### config.mk
export PLATFORM = sky130hd
export DESIGN_NAME = arrival_gap_window_mean_flat
export DESIGN_NICKNAME = d
export VERILOG_FILES = /design/src/rtl/agwm_pkg.sv /design/src/rtl/agwm_if.sv /design/src/rtl/agwm_ram.sv /design/src/rtl/agwm_front.sv /design/src/rtl/agwm_queue.sv /design/src/rtl/agwm_back.sv /design/src/rtl/arrival_gap_window_mean.sv /design/src/flat_wrapper.sv
export SDC_FILE = /design/constraint.sdc
export NUM_CORES = 1
export LEC_CHECK = 0
export BUFFER_PORTS_ARGS = -buffer_cell sky130_fd_sc_hd__buf_2
export CAP_MARGIN = 20
export CORE_MARGIN = 2
export CORE_UTILIZATION = 43
export DETAILED_ROUTE_END_ITERATION = 10
export GPL_ROUTABILITY_DRIVEN = 0
export MAX_ROUTING_LAYER = met4
export PLACE_DENSITY = 0.59
export SLEW_MARGIN = 20
export SYNTH_ARGS = -nofsm -noshare
export SYNTH_HDL_FRONTEND = slang
export SYNTH_SLANG_ARGS = --single-unit
### constraint.sdc
create_clock -name clk -period 4.71 [get_ports clk]
set_input_delay 0.942 -clock clk [delete_from_list [all_inputs] [get_ports clk]]
set_output_delay 0.942 -clock clk [all_outputs]
set_load 0.005 [all_outputs]
### src/rtl/agwm_pkg.sv
// Shared types and constants for the arrival gap window mean block.
// No dependencies; every other file in rtl/ except agwm_ram imports this package.
package agwm_pkg;

  localparam int STAMP_W     = 64;
  localparam int GAP_W       = 32;
  localparam int FILL_W      = 5;
  localparam int QUEUE_DEPTH = 2;

  localparam logic [GAP_W-1:0] GAP_FIRST = GAP_W'(1);
  localparam logic [GAP_W-1:0] GAP_MAX   = {GAP_W{1'b1}};

  // One classified arrival handed from the front end to the back end.
  typedef struct packed {
    logic [GAP_W-1:0] gap;
    logic             err;
  } job_t;

  typedef enum logic [1:0] {
    BK_IDLE,
    BK_UPDATE,
    BK_DIVIDE
  } back_state_t;

endpackage

### src/rtl/agwm_if.sv
// Valid/ready channel interfaces for arrival words and result words.
// Depends on agwm_pkg for field widths.
interface agwm_in_if import agwm_pkg::*; ();
  logic               valid;
  logic               ready;
  logic [STAMP_W-1:0] arrival_stamp;

  modport source (output valid, output arrival_stamp, input ready);
  modport sink (input valid, input arrival_stamp, output ready);
endinterface

interface agwm_out_if import agwm_pkg::*; ();
  logic              valid;
  logic              ready;
  logic [GAP_W-1:0]  mean_gap;
  logic [FILL_W-1:0] window_fill;
  logic              stamp_error;

  modport source (output valid, output mean_gap, output window_fill, output stamp_error,
                  input ready);
  modport sink (input valid, input mean_gap, input window_fill, input stamp_error,
                output ready);
endinterface

### src/rtl/agwm_ram.sv
// Generic single-write, single-read RAM with registered read data.
// No dependencies.
module agwm_ram #(
  parameter int WIDTH = 32,
  parameter int DEPTH = 16
) (
  input  logic                     clk,
  input  logic                     wr_en,
  input  logic [$clog2(DEPTH)-1:0] wr_addr,
  input  logic [WIDTH-1:0]         wr_data,
  input  logic                     rd_en,
  input  logic [$clog2(DEPTH)-1:0] rd_addr,
  output logic [WIDTH-1:0]         rd_data
);

  logic [WIDTH-1:0] mem [DEPTH];

  always_ff @(posedge clk) begin
    if (wr_en) begin
      mem[wr_addr] <= wr_data;
    end
    if (rd_en) begin
      rd_data <= mem[rd_addr];
    end
  end

endmodule

### src/rtl/agwm_front.sv
// Front end: takes arrival words, forms the saturated gap and flags stale stamps.
// Depends on agwm_pkg and agwm_in_if.
module agwm_front import agwm_pkg::*; (
  input  logic            clk,
  input  logic            rst_n,
  agwm_in_if.sink         in_word,
  output logic            push_valid,
  output job_t            push_job,
  input  logic            push_ready
);

  logic [STAMP_W-1:0] prev_stamp_r, prev_stamp_nxt;
  logic [STAMP_W:0]   diff;
  logic               first;
  logic               stale;
  logic               accept;

  // Borrow out of the subtract doubles as the "less than" compare.
  assign diff   = {1'b0, in_word.arrival_stamp} - {1'b0, prev_stamp_r};
  assign first  = (prev_stamp_r == '0);
  assign stale  = !first && (diff[STAMP_W] || (diff[STAMP_W-1:0] == '0));
  assign accept = in_word.valid && push_ready;

  assign in_word.ready = push_ready;
  assign push_valid    = in_word.valid;

  always_comb begin
    push_job.err = stale;
    if (first) begin
      push_job.gap = GAP_FIRST;
    end else if (diff[STAMP_W-1:GAP_W] != '0) begin
      push_job.gap = GAP_MAX;
    end else begin
      push_job.gap = diff[GAP_W-1:0];
    end
  end

  always_comb begin
    prev_stamp_nxt = prev_stamp_r;
    if (accept && !stale) begin
      prev_stamp_nxt = in_word.arrival_stamp;
    end
  end

  always_ff @(posedge clk) begin
    if (!rst_n) begin
      prev_stamp_r <= '0;
    end else begin
      prev_stamp_r <= prev_stamp_nxt;
    end
  end

endmodule

### src/rtl/agwm_queue.sv
// Short FIFO of classified jobs between the front end and the back end.
// Depends on agwm_pkg.
module agwm_queue import agwm_pkg::*; (
  input  logic clk,
  input  logic rst_n,
  input  logic push_valid,
  input  job_t push_job,
  output logic push_ready,
  output logic pop_valid,
  output job_t pop_job,
  input  logic pop_ready
);

  localparam int QPTR_W = $clog2(QUEUE_DEPTH);
  localparam int QCNT_W = $clog2(QUEUE_DEPTH + 1);

  job_t              slot_r [QUEUE_DEPTH];
  logic [QPTR_W-1:0] wr_ptr_r, wr_ptr_nxt;
  logic [QPTR_W-1:0] rd_ptr_r, rd_ptr_nxt;
  logic [QCNT_W-1:0] count_r, count_nxt;
  logic              do_push, do_pop;

  assign push_ready = (count_r != QCNT_W'(QUEUE_DEPTH));
  assign pop_valid  = (count_r != '0);
  assign pop_job    = slot_r[rd_ptr_r];
  assign do_push    = push_valid && push_ready;
  assign do_pop     = pop_valid && pop_ready;

  always_comb begin
    wr_ptr_nxt = wr_ptr_r;
    rd_ptr_nxt = rd_ptr_r;
    count_nxt  = count_r;
    if (do_push) begin
      wr_ptr_nxt = (wr_ptr_r == QPTR_W'(QUEUE_DEPTH - 1)) ? '0 : wr_ptr_r + 1'b1;
    end
    if (do_pop) begin
      rd_ptr_nxt = (rd_ptr_r == QPTR_W'(QUEUE_DEPTH - 1)) ? '0 : rd_ptr_r + 1'b1;
    end
    if (do_push && !do_pop) begin
      count_nxt = count_r + 1'b1;
    end else if (do_pop && !do_push) begin
      count_nxt = count_r - 1'b1;
    end
  end

  always_ff @(posedge clk) begin
    if (do_push) begin
      slot_r[wr_ptr_r] <= push_job;
    end
  end

  always_ff @(posedge clk) begin
    if (!rst_n) begin
      wr_ptr_r <= '0;
      rd_ptr_r <= '0;
      count_r  <= '0;
    end else begin
      wr_ptr_r <= wr_ptr_nxt;
      rd_ptr_r <= rd_ptr_nxt;
      count_r  <= count_nxt;
    end
  end

endmodule

### src/rtl/agwm_back.sv
// Back end: gap ring update, exact window sum, bit-serial mean divide, result word.
// Depends on agwm_pkg, agwm_out_if and agwm_ram.
module agwm_back import agwm_pkg::*; #(
  parameter int WINDOW = 16
) (
  input  logic      clk,
  input  logic      rst_n,
  input  logic      pop_valid,
  input  job_t      pop_job,
  output logic      pop_ready,
  agwm_out_if.source out_word
);

  localparam int CNT_W  = $clog2(WINDOW + 1);
  localparam int PTR_W  = $clog2(WINDOW);
  localparam int SUM_W  = GAP_W + CNT_W;
  localparam int STEP_W = $clog2(SUM_W);

  back_state_t       state_r, state_nxt;
  logic [GAP_W-1:0]  gap_r, gap_nxt;
  logic [CNT_W-1:0]  held_r, held_nxt;
  logic [PTR_W-1:0]  ptr_r, ptr_nxt;
  logic [SUM_W-1:0]  sum_r, sum_nxt;
  logic [GAP_W-1:0]  mean_r, mean_nxt;
  logic [SUM_W-1:0]  dvd_r, dvd_nxt;
  logic [CNT_W-1:0]  rem_r, rem_nxt;
  logic [STEP_W-1:0] step_r, step_nxt;
  logic              out_valid_r, out_valid_nxt;
  logic [GAP_W-1:0]  out_mean_r, out_mean_nxt;
  logic [FILL_W-1:0] out_fill_r, out_fill_nxt;
  logic              out_err_r, out_err_nxt;

  logic              full;
  logic              pop_fire;
  logic              ram_wr_en;
  logic [PTR_W-1:0]  ram_wr_addr;
  logic [GAP_W-1:0]  old_gap;
  logic [GAP_W-1:0]  evicted;
  logic [CNT_W:0]    trial;
  logic [CNT_W:0]    trial_diff;
  logic              trial_ge;

  assign full      = (held_r == CNT_W'(WINDOW));
  assign pop_ready = (state_r == BK_IDLE) && !out_valid_r;
  assign pop_fire  = pop_valid && pop_ready;
  assign evicted   = full ? old_gap : '0;

  // One quotient bit per cycle: restoring divide of the sum by the fill count.
  assign trial      = {rem_r, dvd_r[SUM_W-1]};
  assign trial_diff = trial - {1'b0, held_r};
  assign trial_ge   = !trial_diff[CNT_W];

  agwm_ram #(
    .WIDTH (GAP_W),
    .DEPTH (WINDOW)
  ) u_ring (
    .clk     (clk),
    .wr_en   (ram_wr_en),
    .wr_addr (ram_wr_addr),
    .wr_data (gap_r),
    .rd_en   (pop_fire),
    .rd_addr (ptr_r),
    .rd_data (old_gap)
  );

  always_comb begin
    state_nxt     = state_r;
    gap_nxt       = gap_r;
    held_nxt      = held_r;
    ptr_nxt       = ptr_r;
    sum_nxt       = sum_r;
    mean_nxt      = mean_r;
    dvd_nxt       = dvd_r;
    rem_nxt       = rem_r;
    step_nxt      = step_r;
    out_valid_nxt = out_valid_r && !out_word.ready;
    out_mean_nxt  = out_mean_r;
    out_fill_nxt  = out_fill_r;
    out_err_nxt   = out_err_r;
    ram_wr_en     = 1'b0;
    ram_wr_addr   = full ? ptr_r : held_r[PTR_W-1:0];

    case (state_r)
      BK_IDLE: begin
        if (pop_fire) begin
          if (pop_job.err) begin
            out_valid_nxt = 1'b1;
            out_mean_nxt  = mean_r;
            out_fill_nxt  = FILL_W'(held_r);
            out_err_nxt   = 1'b1;
          end else begin
            gap_nxt   = pop_job.gap;
            state_nxt = BK_UPDATE;
          end
        end
      end
      BK_UPDATE: begin
        ram_wr_en = 1'b1;
        sum_nxt   = sum_r - SUM_W'(evicted) + SUM_W'(gap_r);
        if (full) begin
          ptr_nxt = (ptr_r == PTR_W'(WINDOW - 1)) ? '0 : ptr_r + 1'b1;
        end else begin
          held_nxt = held_r + 1'b1;
        end
        dvd_nxt   = sum_nxt;
        rem_nxt   = '0;
        step_nxt  = '0;
        state_nxt = BK_DIVIDE;
      end
      BK_DIVIDE: begin
        rem_nxt  = trial_ge ? trial_diff[CNT_W-1:0] : trial[CNT_W-1:0];
        dvd_nxt  = {dvd_r[SUM_W-2:0], trial_ge};
        step_nxt = step_r + 1'b1;
        if (step_r == STEP_W'(SUM_W - 1)) begin
          mean_nxt      = dvd_nxt[GAP_W-1:0];
          out_valid_nxt = 1'b1;
          out_mean_nxt  = dvd_nxt[GAP_W-1:0];
          out_fill_nxt  = FILL_W'(held_r);
          out_err_nxt   = 1'b0;
          state_nxt     = BK_IDLE;
        end
      end
      default: begin
        state_nxt = BK_IDLE;
      end
    endcase
  end

  assign out_word.valid       = out_valid_r;
  assign out_word.mean_gap    = out_mean_r;
  assign out_word.window_fill = out_fill_r;
  assign out_word.stamp_error = out_err_r;

  always_ff @(posedge clk) begin
    gap_r      <= gap_nxt;
    dvd_r      <= dvd_nxt;
    rem_r      <= rem_nxt;
    step_r     <= step_nxt;
    out_mean_r <= out_mean_nxt;
    out_fill_r <= out_fill_nxt;
    out_err_r  <= out_err_nxt;
  end

  always_ff @(posedge clk) begin
    if (!rst_n) begin
      state_r     <= BK_IDLE;
      held_r      <= '0;
      ptr_r       <= '0;
      sum_r       <= '0;
      mean_r      <= '0;
      out_valid_r <= 1'b0;
    end else begin
      state_r     <= state_nxt;
      held_r      <= held_nxt;
      ptr_r       <= ptr_nxt;
      sum_r       <= sum_nxt;
      mean_r      <= mean_nxt;
      out_valid_r <= out_valid_nxt;
    end
  end

endmodule

### src/rtl/arrival_gap_window_mean.sv
// Top level of the arrival gap window mean block.
// Depends on agwm_pkg, agwm_if, agwm_front, agwm_queue and agwm_back.
// Usage:
//   in_word carries one arrival stamp per word; out_word returns one result
//   word per arrival: the floor mean of the last WINDOW gaps, the number of
//   gaps held, and a stale-stamp flag. A stale stamp (not above the last good
//   one) changes no state and reports the current mean with the flag set.
// Sequence and throughput:
//   The front end classifies and queues a word in the cycle it is accepted.
//   The back end pops it from the queue while reading the ring, updates
//   the sum in BK_UPDATE and runs its bit-serial divider in BK_DIVIDE; the
//   result register then loads the word. The back end takes no new word
//   until it is idle and its result word has been taken.
//   A stale word skips the divider: the result register loads it on the pop.
// Reset:
//   rst_n (synchronous, active low) clears the last stamp, fill count, ring
//   pointer, sum and mean; the ring is not cleared, only written entries are used.
// Stalls:
//   The result register holds its word until out_word.ready; meanwhile the
//   front end keeps accepting into the two-entry queue, then drops ready.
module arrival_gap_window_mean import agwm_pkg::*; #(
  parameter int WINDOW = 16
) (
  input  logic       clk,
  input  logic       rst_n,
  agwm_in_if.sink    in_word,
  agwm_out_if.source out_word
);

  logic push_valid, push_ready;
  logic pop_valid, pop_ready;
  job_t push_job, pop_job;

  // Classify arrivals and advance the last good stamp.
  agwm_front u_front (
    .clk        (clk),
    .rst_n      (rst_n),
    .in_word    (in_word),
    .push_valid (push_valid),
    .push_job   (push_job),
    .push_ready (push_ready)
  );

  // Decouple the fast front end from the long back-end divide.
  agwm_queue u_queue (
    .clk        (clk),
    .rst_n      (rst_n),
    .push_valid (push_valid),
    .push_job   (push_job),
    .push_ready (push_ready),
    .pop_valid  (pop_valid),
    .pop_job    (pop_job),
    .pop_ready  (pop_ready)
  );

  // Update the window and compute the mean, in arrival order.
  agwm_back #(
    .WINDOW (WINDOW)
  ) u_back (
    .clk       (clk),
    .rst_n     (rst_n),
    .pop_valid (pop_valid),
    .pop_job   (pop_job),
    .pop_ready (pop_ready),
    .out_word  (out_word)
  );

endmodule
### src/flat_wrapper.sv
// flat-port wrapper written by rule: the top's interface ports become plain ports
module arrival_gap_window_mean_flat import agwm_pkg::*;
#(
  parameter int WINDOW = 16
)
  (clk, rst_n, in_word_valid, in_word_arrival_stamp, in_word_ready, out_word_valid, out_word_mean_gap, out_word_window_fill, out_word_stamp_error, out_word_ready);
  agwm_in_if in_word_i ();
  agwm_out_if out_word_i ();
  input  logic clk;
  input  logic rst_n;
  input wire logic [$bits(in_word_i.valid)-1:0] in_word_valid;
  input wire logic [$bits(in_word_i.arrival_stamp)-1:0] in_word_arrival_stamp;
  output wire logic [$bits(in_word_i.ready)-1:0] in_word_ready;
  output wire logic [$bits(out_word_i.valid)-1:0] out_word_valid;
  output wire logic [$bits(out_word_i.mean_gap)-1:0] out_word_mean_gap;
  output wire logic [$bits(out_word_i.window_fill)-1:0] out_word_window_fill;
  output wire logic [$bits(out_word_i.stamp_error)-1:0] out_word_stamp_error;
  input wire logic [$bits(out_word_i.ready)-1:0] out_word_ready;
  assign in_word_i.valid = in_word_valid;
  assign in_word_i.arrival_stamp = in_word_arrival_stamp;
  assign in_word_ready = in_word_i.ready;
  assign out_word_valid = out_word_i.valid;
  assign out_word_mean_gap = out_word_i.mean_gap;
  assign out_word_window_fill = out_word_i.window_fill;
  assign out_word_stamp_error = out_word_i.stamp_error;
  assign out_word_i.ready = out_word_ready;
  arrival_gap_window_mean #(.WINDOW(WINDOW)) u_core (.clk(clk), .rst_n(rst_n), .in_word(in_word_i), .out_word(out_word_i));
endmodule
==> results by group, run 1 <==
Outcome
  – Run status: complete, no violations

Cells and area
  – Share of cells above drive strength 1: 22.9%
  – Final Util: 50.6%
  – Area grow syn2layout: 16.7%
  – Commonest non-fill, non-tap cell in the layout: edfxtp_1
  – Fill cells: 8145
  – Post-layout nets: 3590
  – Commonest cells after routing, fill and taps aside: 728 x edfxtp_1, 322 x nand2_1, 270 x inv_1

Synth
  – Synth warn: 0
  – Mapped Avg Cell Area: around 13 um^2
  – Post-Syn Nets: 3286
  – Post-synth ARST share: 0%
  – Top cells by area, synth: edfxtp_1 53%, mux4_2 8.7%, dfxtp_1 7.3%, ha_1 3.5%, nand2_1 2.9%
  – EDFF count, synth: 728
  – Cells after Synth: 3069
  – Post-synth top area share: 53.1%
  – Yosys cell types: 80
  – Main synth FF type: edfxtp_1
  – Sequential share of the synthesized area: about three fifths
  – Mapped cell area: 41200 um^2
  – Yosys reg bits: 878
  – Dominant cell type by area after synthesis: edfxtp_1

Drt
  – Total vias in the final route: 25600
  – Total Wirelength: 99500 um
  – Antenna Nets Post-Route: 0
  – Routed len/inst: 21.1 um
  – First DRT Iteration DRCs: between 1500 and 2000
  – Vias per cell: around 5.4
  – 1st-pass router iterations: 5
  – DRC viols: 0

Critical path
  – CP Launch Type: register
  – Crit path kind: reg -> reg
  – Slowest CP cell: fa_1
  – Worst Reg2Reg Path Length in Cells: 20
  – Required time of the critical path: 5070 ps
  – Critical Path Sink Type: register
  – CP max stage delay: about 500 ps
  – Cells along the critical path: inv_2 > ha_4 > and3_4 > and2_4 > fa_1 > inv_2 > ha_1 > a21o_1 > a21oi_4 > o2111ai_4 > a221oi_4 > o21ai_2 > a221oi_2 > o21ai_2 > buf_6 > a41o_1 > nand4_1 > a31oi_1 > xnor2_1 > o21ai_0
  – Worst Path Arrival: 4890 ps
  – Critical-path maximum fanout: 8

STA
  – Post-route worst setup slack: 182 ps
  – Post-route setup TNS: 0 ps
  – Hold WS: 464 ps
  – Post-layout minimum cycle time: 4530 ps
  – Tcrit/Tclk final: 96.1%
  – Worst slew pin tran: roughly 1000 ps
  – Final-report hold violation count: 0
  – Slew Limit Fails: 0
  – Clock Skew: 31.7 ps
  – Setup violators final: 0
  – RSZ-0062 raised after global routing: false
  – FMAX: 221 MHz
  – Slew HR: 32.2%

Floorplan
  – Die Wd: between 300 and 400 um
  – Core region area: 95000 um^2
  – Starting density of the core: 43.4%
  – Die Area: about 98000 um^2
  – # IOs: 108
  – Die extent in y: 314 um
  – Row cnt: 113

GRT
  – Vias in the first global route: 25700
  – Initial antenna violation count: 1
  – Global-route wire length before repair: 152000 um
  – Largest net degree at the start of global routing: 131
  – Total global routing overflow: 0
  – Total Routing Usage GR: 20.7%

Pwr
  – PwrDens: 501 nW/um^2
  – Cell leakage power: around 16 nW
  – Worst VDD drop: 0.000288 V

Clock tree
  – Clock Latency Late Sink: 670 ps
  – Clock Tree Buf Depth: 3
  – Root buf cell: clkbuf_16
  – CTS tree: done
  – Clock transition at the registers of the reported paths: 60 ps
  – Sink Count: 878
  – CTS Buf Count: 92
  – H-tree depth: 3

Placement
  – Pre-CTS setup slack: -321 ps
  – IO Port Bufs: 107
  – DP Wirelength: 65200 um

Hold path
  – Worst hold path cell count: 2
  – Worst min path class: reg -> reg

Run
  – Number of max-cap violations: 0
[flip-flops by register name, indices dropped and copies added, names as in the netlist, 2 cells and up, named ones only]
name / count
u_core.u_back.u_ring.rd_data: 32
u_core.u_back.held_r: 5
u_core.u_back.rem_r: 5
u_core.u_back.state_r: 2
u_core.u_queue.slot_r: 66
u_core.u_back.u_ring.mem: 512
u_core.u_back.out_word.window_fill: 5
u_core.u_front.prev_stamp_r: 64
u_core.u_back.sum_r: 37
u_core.u_queue.count_r: 2
u_core.u_back.dvd_r: 37
u_core.u_back.ptr_r: 4
u_core.u_back.step_r: 6
u_core.u_back.out_word.mean_gap: 32
u_core.u_back.gap_r: 32
u_core.u_back.mean_r: 32
[routing by layer]
metal  wire, um  vias to the layer above  GRT usage, %
met4       2710                        0          6.07
met2      48200                      718          33.7
met1      43000                    12700          27.1
met3       5500                      174          3.07
li1           -                    11900             -
met5          0                        -             -
[synthesized netlist by cell type (all sizes together) (5+ instances only)]
master  number
o21ai      145
nor2        93
inv        273
nor2b       32
mux2i       95
nand2      322
a211oi      13
nand3       32
o21a        29
a31oi       12
o211ai       8
nand4       49
a221oi       5
xor2        46
mux4       160
mux2        50
a21boi      38
and4         6
edfxtp     728
nand2b      11
fa          34
nor3        25
or3         11
clkbuf      96
nor4        27
and3        14
o21bai      20
xnor2       50
and2        69
a21o        38
o211a        7
or2         10
o31ai        7
ha         115
o22ai        7
dfxtp      150
a21oi      138
buf         55
[final timing paths]
| check | start | endpoint | slack [ps] |
|---|---|---|---|
| setup / recovery | u_core.u_back.held_r[1] | u_core.u_back.dvd_r[35] | 180 |
| hold / removal | u_core.u_back.mean_r[7] | u_core.u_back.mean_r[7] | 460 |
| setup reg to reg | u_core.u_back.held_r[1] | u_core.u_back.dvd_r[35] | 180 |
| hold reg to reg | u_core.u_back.mean_r[7] | u_core.u_back.mean_r[7] | 460 |
[report_power, final]
part | internal (mW) | switching, mW | total (mW)
combinational | 3.11 | 4.05 | 7.16
sequential | 9.58 | 0.375 | 9.95
clock | 3.98 | 2.99 | 6.97
[what timing repair did]
| item | in CTS | in global routing |
|---|---|---|
| hold endpoints to repair | 0 | 0 |
| pin swaps | 3 | 31 |
| buffers inserted | 3 | 4 |
| setup endpoints to repair | 11 | 17 |
| cloned | 0 | 1 |
| hold buffers | 0 | 0 |
| gates resized for setup | 7 | 42 |
[final cells by class]
class | instances | area (um^2) | share of cell area (%)
Antenna cell | 1 | 2.50 | 0.00521
Clock buffer | 124 | 2500 | 5.21
Clock inverter | 47 | 422 | 0.877
Inverter | 275 | 1030 | 2.15
Multi-Input combinational cell | 1766 | 15100 | 31.4
Sequential cell | 878 | 24900 | 51.7
Tap cell | 1265 | 1580 | 3.29
Timing Repair Buffer | 360 | 2540 | 5.29
[critical path: cells and delay by family (launching register included)]
kind / cells / cell delay, ps
flip-flops: 1 / 330
AO/OA/AOI/OAI: 10 / 1940
AND/OR/NAND/NOR: 3 / 510
buffers and inverters: 3 / 250
adder cells (fa/ha/maj): 3 / 960
XOR/XNOR: 1 / 230
[per-stage QoR]
step / power [mW] / area, um^2 / cells
after floorplan: 14.3 / 41200 / 3069
after global placement: 16.6 / 44800 / 4535
after detailed placement: 16.8 / 44800 / 4535
after CTS: 23.9 / 47800 / 4709
after global routing: 25.4 / 48100 / 4715
final: 24.1 / 48100 / 4716
[kinds of logic (layout without fill, tap and decap cells)]
family / after synthesis / in the layout / share of synthesized area [%]
muxes: 305 / 305 / 12.4
xor gates and xnor gates: 96 / 96 / 2.04
AOI/OAI and AO/OA: 504 / 504 / 7.67
and+or+nand+nor: 711 / 712 / 8.25
other: 0 / 1 / 0
DFF: 878 / 878 / 60.4
buffers and inverters: 426 / 806 / 4.11
adders and majority gates: 149 / 149 / 5.15
No activity file was read; power rests on OpenSTA's default activity.
==> run 2, diff against run 1 <==
- REMOVE_ABC_BUFFERS: not set -> 1
==> results by group, run 2 (synthesis results as in run 1) <==
STA
  – Hold WS: 463 ps (was 464 ps)
  – Slew Limit Fails: 0 (unchanged)
  – Final-report hold violation count: 0 (unchanged)
  – Worst slew pin tran: 1000 ps (was 1020 ps)
  – Setup violators final: 0 (unchanged)
  – Tcrit/Tclk final: 95.9% (was 96.1%)
  – Clock Skew: 56.2 ps (was 31.7 ps)
  – Post-layout minimum cycle time: 4520 ps (was 4530 ps)
  – FMAX: 221 MHz (about the same)
  – Slew HR: 32.7% (was 32.2%)
  – Post-route worst setup slack: 194 ps (was 182 ps)

Run
  – Number of max-cap violations: 0 (unchanged)

Clock tree
  – Clock Tree Buf Depth: 3 (unchanged)
  – Clock transition at the registers of the reported paths: 60 ps (about the same)
  – Root buf cell: clkbuf_16 (unchanged)
  – CTS tree: done (unchanged)
  – CTS Buf Count: 93 (was 92)
  – Sink Count: 878 (unchanged)
  – Clock Latency Late Sink: 690 ps (was 670 ps)
  – CTS Hold Buffers Added: 0 (unchanged)
  – H-tree depth: 3 (unchanged)

Cells and area
  – Share of cells above drive strength 1: 22.8% (was 22.9%)
  – Biggest register: u_core.u_back.u_ring.mem (unchanged)
  – Fin cells: 4709 (was 4716)
  – Commonest cells after routing, fill and taps aside: 728 x edfxtp_1, 322 x nand2_1, 271 x inv_1 (was 728 x edfxtp_1, 322 x nand2_1, 270 x inv_1)
  – Post-layout nets: 3582 (was 3590)
  – Max reg flops: 512 (unchanged)
  – Fill cells: 8096 (was 8145)
  – Commonest non-fill, non-tap cell in the layout: edfxtp_1 (unchanged)
  – Area grow syn2layout: 16.6% (was 16.7%)
  – Top flop regs: u_core.u_back.u_ring.mem: 512 flops, u_core.u_queue.slot_r: 66 flops, u_core.u_front.prev_stamp_r: 64 flops (unchanged)

GRT
  – Met1 GRT Util: 27.0% (was 27.1%)
  – Largest net degree at the start of global routing: 106 (was 131)
  – Vias in the first global route: 26200 (was 25700)
  – Most Crowded Layer GR: met2 (unchanged)
  – Met3 usage: 2.84% (was 3.07%)
  – GRT met2 Usage: 33.6% (was 33.7%)
  – Total global routing overflow: 0 (unchanged)
  – Total Routing Usage GR: 20.5% (was 20.7%)
  – Initial antenna violation count: 0 (was 1)
  – Global-route wire length before repair: 153000 um (was 152000 um)

Placement
  – Placed Cells: 4529 (was 4535)
  – DP Wirelength: 65400 um (was 65200 um)
  – Pre-CTS setup slack: -528 ps (was -321 ps)
  – IO Port Bufs: 107 (unchanged)

Floorplan
  – Core region area: 95000 um^2 (unchanged)
  – Starting density of the core: 43.4% (unchanged)
  – Die extent in y: 314 um (unchanged)
  – Die Area: 98300 um^2 (unchanged)
  – Die Wd: 314 um (unchanged)
  – Row cnt: 113 (unchanged)
  – # IOs: 108 (unchanged)

Drt
  – Antenna Nets Post-Route: 0 (unchanged)
  – Routed len/inst: 20.8 um (was 21.1 um)
  – Total vias in the final route: 25600 (about the same)
  – DRC viols: 0 (unchanged)
  – Total Wirelength: 97900 um (was 99500 um)
  – 1st-pass router iterations: 6 (was 5)
  – First DRT Iteration DRCs: 2213 (was 1826)
  – Vias per cell: 5.44 (was 5.42)

Critical path
  – Critical Path Sink Type: register (unchanged)
  – Crit path kind: reg -> reg (unchanged)
  – Required time of the critical path: 5100 ps (was 5070 ps)
  – CP max stage delay: 470 ps (was 510 ps)
  – Cells along the critical path: inv_2 > ha_4 > and3_4 > and2_4 > fa_1 > inv_1 > buf_4 > fa_1 > a21oi_1 > o21ai_1 > a32oi_2 > o21ai_4 > a41oi_1 > buf_4 > nor2b_1 > nor2_1 > nor2b_1 > o21a_1 > o21ai_2 > o2bb2ai_2 > xor2_1 > o21ai_0 (was inv_2 > ha_4 > and3_4 > and2_4 > fa_1 > inv_2 > ha_1 > a21o_1 > a21oi_4 > o2111ai_4 > a221oi_4 > o21ai_2 > a221oi_2 > o21ai_2 > buf_6 > a41o_1 > nand4_1 > a31oi_1 > xnor2_1 > o21ai_0)
  – Critical-path maximum fanout: 5 (was 8)
  – Slowest CP cell: fa_1 (unchanged)
  – CP Launch Type: register (unchanged)
  – Worst Path Arrival: 4910 ps (was 4890 ps)

Hold path
  – Worst min path class: reg -> reg (unchanged)

Pwr
  – Worst VDD drop: 0.000368 V (was 0.000288 V)
  – Pwr Total: 24.2 mW (was 24.1 mW)
  – PwrDens: 504 nW/um^2 (was 501 nW/um^2)
  – Cell leakage power: 16.4 nW (about the same)

Outcome
  – Run status: complete, no violations (unchanged)
[run 2: changes by cell type in the layout (fill, tap and decap cells not counted), sizes merged]
cell | before | now
and3 | 15 | 16
buf | 360 | 350
bufinv | 4 | 7
clkbuf | 124 | 120
clkinv | 39 | 41
clkinvlp | 0 | 3
inv | 279 | 277
[run 2: where the power goes]
group	internal (mW)	leakage [nW]	total [mW]	switching, mW
clock network	4.15	1.49	7.29	3.14
logic	3.07	7.45	6.95	3.88
registers	9.58	7.46	9.97	0.397
total	16.8	16.4	24.2	7.41
[run 2: cell type report]
class                           count  area, um^2  area share [%]
Multi-Input combinational cell   1767       15000            31.3
Inverter                          275        1030            2.15
Sequential cell                   878       24900            51.8
Antenna cell                        1        2.50         0.00521
Timing Repair Buffer              350        2430            5.06
Clock buffer                      120        2480            5.16
Tap cell                         1265        1580            3.30
Clock inverter                     53         582            1.21
[run 2: routing by layer]
layer	part of all wire, %	wire length (um)	vias to the layer above
met1	43	42500	12800
li1	-	-	11900
met4	2.7	2670	0
met5	0	0	-
met3	5.0	4860	185
met2	49	47900	737
[run 2: timing repair]
item / 4_1_cts / 5_1_grt
resized for setup: 13 / 34
pin swaps: 7 / 19
endpoints found under the setup margin: 15 / 20
setup buffers: 1 / 3
gates cloned: 0 / 2
[run 2: final timing paths]
check,startpoint,endpoint,slack [ps],depth (start not counted)
worst max-delay path,u_core.u_back.held_r[1],u_core.u_back.dvd_r[28],190,22
worst min-delay path,u_core.u_back.mean_r[12],u_core.u_back.mean_r[12],460,2
worst max register to register,u_core.u_back.held_r[1],u_core.u_back.dvd_r[28],190,22
worst min register to register,u_core.u_back.mean_r[12],u_core.u_back.mean_r[12],460,2
[run 2: through the flow]
stage               area [um^2]  utilization (%)  TNS (ps)
detailed placement        44700             47.1    -28320
global route              48000             50.5     -77.9
floorplan                 40500                -  -1436190
finish                    48000             50.5         0
CTS                       47800             50.3         0
global placement          44700             47.0    -22330
[run 2: worst max-delay path, delay by kind of cell, from the launching register on]
kind	cells	cell delay (ps)
and+or+nand+nor	5	590
adders and majority gates	3	1040
DFF	1	340
xor gates and xnor gates	1	250
buffers and inverters	4	420
AOI/OAI and AO/OA	9	1580
